`config.mk`:
```
export PLATFORM = sky130hd
export DESIGN_NAME = pulse_timer_duty_sweep_top
export DESIGN_NICKNAME = d
export VERILOG_FILES = /design/src/rtl/core/pts_pkg.sv /design/src/rtl/core/pulse_timer_duty_sweep_top.sv
export SDC_FILE = /design/constraint.sdc
export NUM_CORES = 1
export LEC_CHECK = 0
export ABC_AREA = 0
export BUFFER_PORTS_ARGS = -buffer_cell sky130_fd_sc_hd__buf_2
export CORE_UTILIZATION = 45
export CTS_CLUSTER_SIZE = 24
export DETAILED_ROUTE_END_ITERATION = 7
export PLACE_DENSITY = 0.73
export SYNTH_ARGS = -nofsm -noshare
export SYNTH_HDL_FRONTEND = slang
export SYNTH_SLANG_ARGS = --single-unit
```
`constraint.sdc`:
```
create_clock -name clk -period 16.75 [get_ports clk]
set_clock_uncertainty 0.1 [all_clocks]
set_input_delay 4.1875 -clock clk [delete_from_list [all_inputs] [get_ports clk]]
set_output_delay 4.1875 -clock clk [all_outputs]
set_load 0.05 [all_outputs]
```
`src/rtl/core/pts_pkg.sv`:
```
// ----------------------------------------------------------------------------
// pts_pkg
// Shared types, codes and helper functions for the square-wave channel core
// with its period sweep unit.
// ----------------------------------------------------------------------------
package pts_pkg;

  typedef enum logic [1:0] {
    OP_REG_WRITE  = 2'd0,
    OP_TIMER_TICK = 2'd1,
    OP_HALF_FRAME = 2'd2
  } op_t;

  localparam logic [1:0] REG_DUTY       = 2'd0;
  localparam logic [1:0] REG_SWEEP      = 2'd1;
  localparam logic [1:0] REG_PERIOD_LO  = 2'd2;
  localparam logic [1:0] REG_PERIOD_HI  = 2'd3;

  localparam int unsigned PERIOD_W   = 11;
  localparam int unsigned STEP_W     = 3;
  localparam int unsigned SWEEP_W    = 3;
  localparam logic [PERIOD_W-1:0] PERIOD_MIN = 11'd8;

  // One row per duty setting, bit n is the output at sequencer step n.
  localparam logic [7:0] DUTY_ROW [4] = '{
    8'b0000_0010,
    8'b0000_0110,
    8'b0001_1110,
    8'b1111_1001
  };

  typedef struct packed {
    logic [PERIOD_W-1:0] value;
    logic                over;
  } target_t;

  function automatic logic duty_bit(input logic [1:0] mode, input logic [STEP_W-1:0] step);
    logic [7:0] row;
    row = DUTY_ROW[mode];
    return row[step];
  endfunction

  // Target: period + (period>>shift), or minus it and ones_comp, floored at 0.
  function automatic target_t sweep_target(input logic [PERIOD_W-1:0] period,
                                           input logic [SWEEP_W-1:0] shift,
                                           input logic subtract,
                                           input logic ones_comp);
    logic [PERIOD_W-1:0] delta;
    logic [PERIOD_W:0]   sum;
    logic [PERIOD_W:0]   take;
    target_t             t;
    delta = period >> shift;
    sum   = {1'b0, period} + {1'b0, delta};
    take  = {1'b0, delta} + {{PERIOD_W{1'b0}}, ones_comp};
    if (!subtract) begin
      t.value = sum[PERIOD_W-1:0];
      t.over  = sum[PERIOD_W];
    end else begin
      t.over = 1'b0;
      if (take > {1'b0, period}) begin
        t.value = '0;
      end else begin
        t.value = period - take[PERIOD_W-1:0];
      end
    end
    return t;
  endfunction

  function automatic logic channel_muted(input logic [PERIOD_W-1:0] period,
                                         input target_t t);
    return (period < PERIOD_MIN) || t.over;
  endfunction

endpackage

```
`src/rtl/core/pulse_timer_duty_sweep_top.sv`:
```
// ----------------------------------------------------------------------------
// pulse_timer_duty_sweep_top
// Square-wave channel core: duty sequencer, down-counting timer and period
// sweep, driven by register writes, timer ticks and half-frame ticks.
// ----------------------------------------------------------------------------
// Channel   Dir  Signals                      Contents
// s_        in   s_tvalid s_tready            tdata: write_data[7:0]
//                s_tdata s_tuser              tuser: operation[1:0] reg_select[3:2]
// m_        out  m_tvalid m_tready m_tdata    tdata: wave_high[0] muted[1]
//                                                    period[12:2], zero pad
// cfg_      in   cfg_wr_en cfg_wr_data        negate_ones_complement
//
// Every request gives exactly one result: it passes through the input
// register, then the result register.
// One request is accepted per cycle while the result is not stalled; the single
// state update and sweep target calculation between the two registers set that rate.
// A stalled result holds the input register, which then holds s_tready low.
// Reset is synchronous and clears all channel state; the ones-complement
// setting resets to one.
// ----------------------------------------------------------------------------
module pulse_timer_duty_sweep_top (
  input  logic        clk,
  input  logic        rst,
  input  logic        s_tvalid,
  output logic        s_tready,
  input  logic [7:0]  s_tdata,   // write_data
  input  logic [3:0]  s_tuser,   // operation, reg_select
  output logic        m_tvalid,
  input  logic        m_tready,
  output logic [15:0] m_tdata,   // wave_high, muted, period, zero pad
  input  logic        cfg_wr_en,
  input  logic        cfg_wr_data
);

  localparam int unsigned PW = pts_pkg::PERIOD_W;
  localparam int unsigned SW = pts_pkg::STEP_W;
  localparam int unsigned DW = pts_pkg::SWEEP_W;

  logic          negate_ones_complement;

  logic          in_valid;
  logic [1:0]    in_op;
  logic [1:0]    in_sel;
  logic [7:0]    in_data;
  logic          advance;

  logic [1:0]    duty_mode, duty_mode_next;
  logic          sweep_on, sweep_on_next;
  logic [DW-1:0] sweep_divider_period, sweep_divider_period_next;
  logic          sweep_subtract, sweep_subtract_next;
  logic [DW-1:0] sweep_shift_amount, sweep_shift_amount_next;
  logic          sweep_reload_flag, sweep_reload_flag_next;
  logic [PW-1:0] period_value, period_value_next;
  logic [PW-1:0] timer_count, timer_count_next;
  logic [SW-1:0] step_index, step_index_next;
  logic [DW-1:0] sweep_count, sweep_count_next;

  pts_pkg::target_t cur_target;
  pts_pkg::target_t new_target;
  logic             cur_muted;

  logic          out_valid;
  logic          out_wave;
  logic          out_muted;
  logic [PW-1:0] out_period;

  assign advance  = in_valid && (!out_valid || m_tready);
  assign s_tready = !in_valid || advance;

  always_ff @(posedge clk) begin
    if (rst) begin
      negate_ones_complement <= 1'b1;
    end else if (cfg_wr_en) begin
      negate_ones_complement <= cfg_wr_data;
    end
  end

  always_ff @(posedge clk) begin
    if (rst) begin
      in_valid <= 1'b0;
    end else if (s_tready) begin
      in_valid <= s_tvalid;
    end
  end

  always_ff @(posedge clk) begin
    if (s_tvalid && s_tready) begin
      in_op   <= s_tuser[1:0];
      in_sel  <= s_tuser[3:2];
      in_data <= s_tdata;
    end
  end

  always_comb begin
    cur_target = pts_pkg::sweep_target(period_value, sweep_shift_amount,
                                       sweep_subtract, negate_ones_complement);
    cur_muted  = pts_pkg::channel_muted(period_value, cur_target);

    duty_mode_next            = duty_mode;
    sweep_on_next             = sweep_on;
    sweep_divider_period_next = sweep_divider_period;
    sweep_subtract_next       = sweep_subtract;
    sweep_shift_amount_next   = sweep_shift_amount;
    sweep_reload_flag_next    = sweep_reload_flag;
    period_value_next         = period_value;
    timer_count_next          = timer_count;
    step_index_next           = step_index;
    sweep_count_next          = sweep_count;

    case (pts_pkg::op_t'(in_op))
      pts_pkg::OP_REG_WRITE: begin
        case (in_sel)
          pts_pkg::REG_DUTY: begin
            duty_mode_next = in_data[7:6];
          end
          pts_pkg::REG_SWEEP: begin
            sweep_on_next             = in_data[7];
            sweep_divider_period_next = in_data[6:4];
            sweep_subtract_next       = in_data[3];
            sweep_shift_amount_next   = in_data[2:0];
            sweep_reload_flag_next    = 1'b1;
          end
          pts_pkg::REG_PERIOD_LO: begin
            period_value_next = {period_value[PW-1:8], in_data};
          end
          default: begin
            period_value_next = {in_data[2:0], period_value[7:0]};
            step_index_next   = '0;
          end
        endcase
      end
      pts_pkg::OP_TIMER_TICK: begin
        if (timer_count == '0) begin
          timer_count_next = period_value;
          step_index_next  = step_index + SW'(1);
        end else begin
          timer_count_next = timer_count - PW'(1);
        end
      end
      pts_pkg::OP_HALF_FRAME: begin
        if (sweep_count == '0 && sweep_on && sweep_shift_amount != '0 && !cur_muted) begin
          period_value_next = cur_target.value;
        end
        if (sweep_count == '0 || sweep_reload_flag) begin
          sweep_count_next       = sweep_divider_period;
          sweep_reload_flag_next = 1'b0;
        end else begin
          sweep_count_next = sweep_count - DW'(1);
        end
      end
      default: begin
      end
    endcase

    new_target = pts_pkg::sweep_target(period_value_next, sweep_shift_amount_next,
                                       sweep_subtract_next, negate_ones_complement);
  end

  always_ff @(posedge clk) begin
    if (rst) begin
      duty_mode            <= '0;
      sweep_on             <= 1'b0;
      sweep_divider_period <= '0;
      sweep_subtract       <= 1'b0;
      sweep_shift_amount   <= '0;
      sweep_reload_flag    <= 1'b0;
      period_value         <= '0;
      timer_count          <= '0;
      step_index           <= '0;
      sweep_count          <= '0;
    end else if (advance) begin
      duty_mode            <= duty_mode_next;
      sweep_on             <= sweep_on_next;
      sweep_divider_period <= sweep_divider_period_next;
      sweep_subtract       <= sweep_subtract_next;
      sweep_shift_amount   <= sweep_shift_amount_next;
      sweep_reload_flag    <= sweep_reload_flag_next;
      period_value         <= period_value_next;
      timer_count          <= timer_count_next;
      step_index           <= step_index_next;
      sweep_count          <= sweep_count_next;
    end
  end

  always_ff @(posedge clk) begin
    if (rst) begin
      out_valid <= 1'b0;
    end else if (advance) begin
      out_valid <= 1'b1;
    end else if (m_tready) begin
      out_valid <= 1'b0;
    end
  end

  always_ff @(posedge clk) begin
    if (advance) begin
      out_wave   <= pts_pkg::duty_bit(duty_mode_next, step_index_next);
      out_muted  <= pts_pkg::channel_muted(period_value_next, new_target);
      out_period <= period_value_next;
    end
  end

  assign m_tvalid = out_valid;
  assign m_tdata  = {3'b000, out_period, out_muted, out_wave};

endmodule

```
==> metrics <==
number of global-route vias before repair 5457; vias 5966; Async SR Flop Fraction 0%; Crit path arrival time 4.81 ns; Util after Layout 49.8%; Setup CP Type in2out; most common cell after layout, fill and taps aside nand2_1; CTS Sinks 67; Fin. Hold Viols 0; pre-CTS WS 7.63 ns; Die Ht 119 um; hold_buf cts 0; Reg-to-Reg End out_muted; Routed WL 17500 um; Rel. slew slack 33.0%; unrepaired setup endpoints after global routing no; Final Net Count 845; Final Hold Slack 0.354 ns; Hold EP sweep_count[1]; post-cts resize count 0; antenna diode count 0; setup bufs post-CTS 0; Int Pwr 335 uW; Post-Syn Instances 764; Root Buffer clkbuf_16; worst reg2reg startpoint sweep_shift_amount[2]; worst path bufs/invs 2; CP Capture Type output pin; slowest CP cell buf_2; CTS Buffer Depth 2; R2R setup slack 8.92 ns; Starting Density 46.2%; Final Power 478 uW; antenna viol nets, final 0; Max Cap Violations 0; clock network fraction of total power 39.9%; Sw Ratio 30.0%; share of cells above drive strength 1 12.0%; min-delay src sweep_count[1]; Die Area 0.0141 mm^2; Final Slew Violations 0; final setup vio count 0; Avg Vias per Cell 6.23; Pleak 0.00253 uW; CTS tree done; first-pass GRT wire length 28700 um; Comb power frac 21.5%; post-synthesis sequential area ratio 26.0%; Syn Std Cell Area 0.00611 mm^2; Least-Margin Pin Slew 0.979 ns; Area Growth Syn to Fin 7.90%; CP Launch Type primary input; commonest non-fill, non-tap cells in the layout 80 x nand2_1, 73 x a21oi_1, 68 x nor2_1, 49 x ha_1, 46 x inv_1; Die W 119 um; I/O Pins 36; Synth Flop Type dfxtp_1; Num CTS Buffers 9; post-route clock period utilization 54.3%; CP required 12.46 ns; synth warn 0; #FFs+latches synth 67; Seq pwr share 38.6%; CP top delay family buffers and inverters; switching pwr 143 uW; DRT Pass-1 Iters 5; Cell Pwr Density 72.5 mW/mm^2; most frequent CP cell buf_2; reg2reg path depth 28; Routed WL per cell 18.3 um; CP cell instances buf_2 -> nor2b_1 -> nand2_1 -> buf_2; Max VDD drop 0.0834 mV; WP depth 4; clk_lat worst skew 0.33 ns; post-layout min period 9.10 ns; H-Tree Depth 3; IO Port Bufs 32; Reg clk slew, reported paths 0.05 ns; Iter 0 DRT Violations 740; remaining global-route overflow 0; EDFF count, synth 25; Hold Path Depth 2; fmax 0.110 GHz; worst setup margin 7.65 ns; largest net degree at the start of global routing 43; min-delay worst type reg2reg; Avg Cell Area, Syn 8.00 um^2; Detailed Place HPWL 13000 um; global placement routability congestion 0.968; Fin Setup TNS 0 ns; Core Rows 42; Total Routing Usage GR 25.5%; Worst Path Max Fanout 4; initial antenna violation count 0; max incr delay on CP 0.22 ns; DRC 0; number of distinct library cells after synthesis 86; status completed; Core Area 0.0132 mm^2
stage by stage:
| stage | std cells | cell area [um^2] |
|---|---|---|
| 4_1_cts | 957 | 6600 |
| 2_1_floorplan | 766 | 6120 |
| 6_report | 957 | 6600 |
| 3_5_place_dp | 941 | 6290 |
| 5_1_grt | 957 | 6600 |
| 3_3_place_gp | 941 | 6290 |
flip-flops by register name, indices dropped and copies added (netlist names), 2 cells and up:
signal	cells
duty_mode	2
in_data	8
in_op	2
in_sel	2
out_period	11
period_value	11
step_index	3
sweep_count	3
sweep_divider_period	3
sweep_shift_amount	3
timer_count	11
Yosys cell counts (all sizes together), types with 4 or more instances:
cell	n	share of area [%]
a221oi	5	0.82
a31oi	11	1.1
nor3	35	3.0
mux2i	23	3.8
or2	6	0.61
a21oi	73	6.0
nand4	5	0.51
o21ai	41	3.4
nor2	69	4.3
nand3	25	2.0
o31ai	5	0.84
xnor2	14	2.0
clkbuf	27	2.5
dfxtp	42	14
a211o	4	0.57
and2	5	0.53
o22ai	13	1.3
ha	49	10
nand2b	5	0.51
nand2	80	4.9
nor4	13	1.6
o221ai	5	0.72
xor2	9	1.3
nor2b	8	0.82
a211oi	6	0.74
nand3b	5	0.61
a2111oi	4	0.88
buf	12	1.6
inv	47	2.9
and3	10	1.1
mux2	8	1.5
o221a	5	0.92
o211ai	8	1.1
a21o	4	0.49
edfxtp	25	12
a22oi	6	0.74
layer usage:
| metal | vias up | GRT usage, % | share of wire [%] |
|---|---|---|---|
| met5 | - | 0 | 0 |
| met4 | 0 | 11.9 | 3.7 |
| met3 | 52 | 3.43 | 8.0 |
| met2 | 284 | 39.2 | 44 |
| met1 | 2800 | 35.2 | 44 |
| li1 | 2830 | - | - |
cells by family after synthesis:
kind of cell    count (synthesis)  share of synthesized area (%)
compound gates                216                           23.6
simple gates                  282                           22.8
flops                          67                           26.0
fa+ha+maj                      51                           10.7
mux                            33                           5.98
buf+inv                        91                           7.55
other cells                     1                         0.0613
xor+xnor                       23                           3.29
area by class of cell:
class                   count  area [um^2]
multi-input cells         608         4070
well taps                 176          220
flip-flops and latches     67         1590
clock inverters             4         48.8
fillers                  1340         6650
inverters                  49          184
clock buffers              12          256
repair buffers             41          228
power groups by stage:
stage          combinational, uW  clock (uW)  sequential, uW
6_report                     103         191             185
4_1_cts                      101         194             184
2_1_floorplan               74.3           0             189
5_1_grt                      112         199             185
3_5_place_dp                 100           0             188
3_3_place_gp                99.6           0             187
worst register-to-register path, delay by kind of cell, from the launching register on:
| kind | cells | cell delay (ns) |
|---|---|---|
| buf+inv | 1 | 0.45 |
| flops | 1 | 0.77 |
| compound gates | 10 | 2.84 |
| simple gates | 10 | 1.45 |
| fa+ha+maj | 4 | 1.25 |
| mux | 2 | 0.54 |
| xor+xnor | 1 | 0.17 |
worst max path at each step:
stage                         from  endpoint
after CTS                 m_tready  s_tready
after floorplan           m_tready  s_tready
final                     m_tready  s_tready
after global routing      m_tready  s_tready
after global placement    m_tready  s_tready
after detailed placement  m_tready  s_tready
Note: power is estimated with default switching activity, not from simulation.
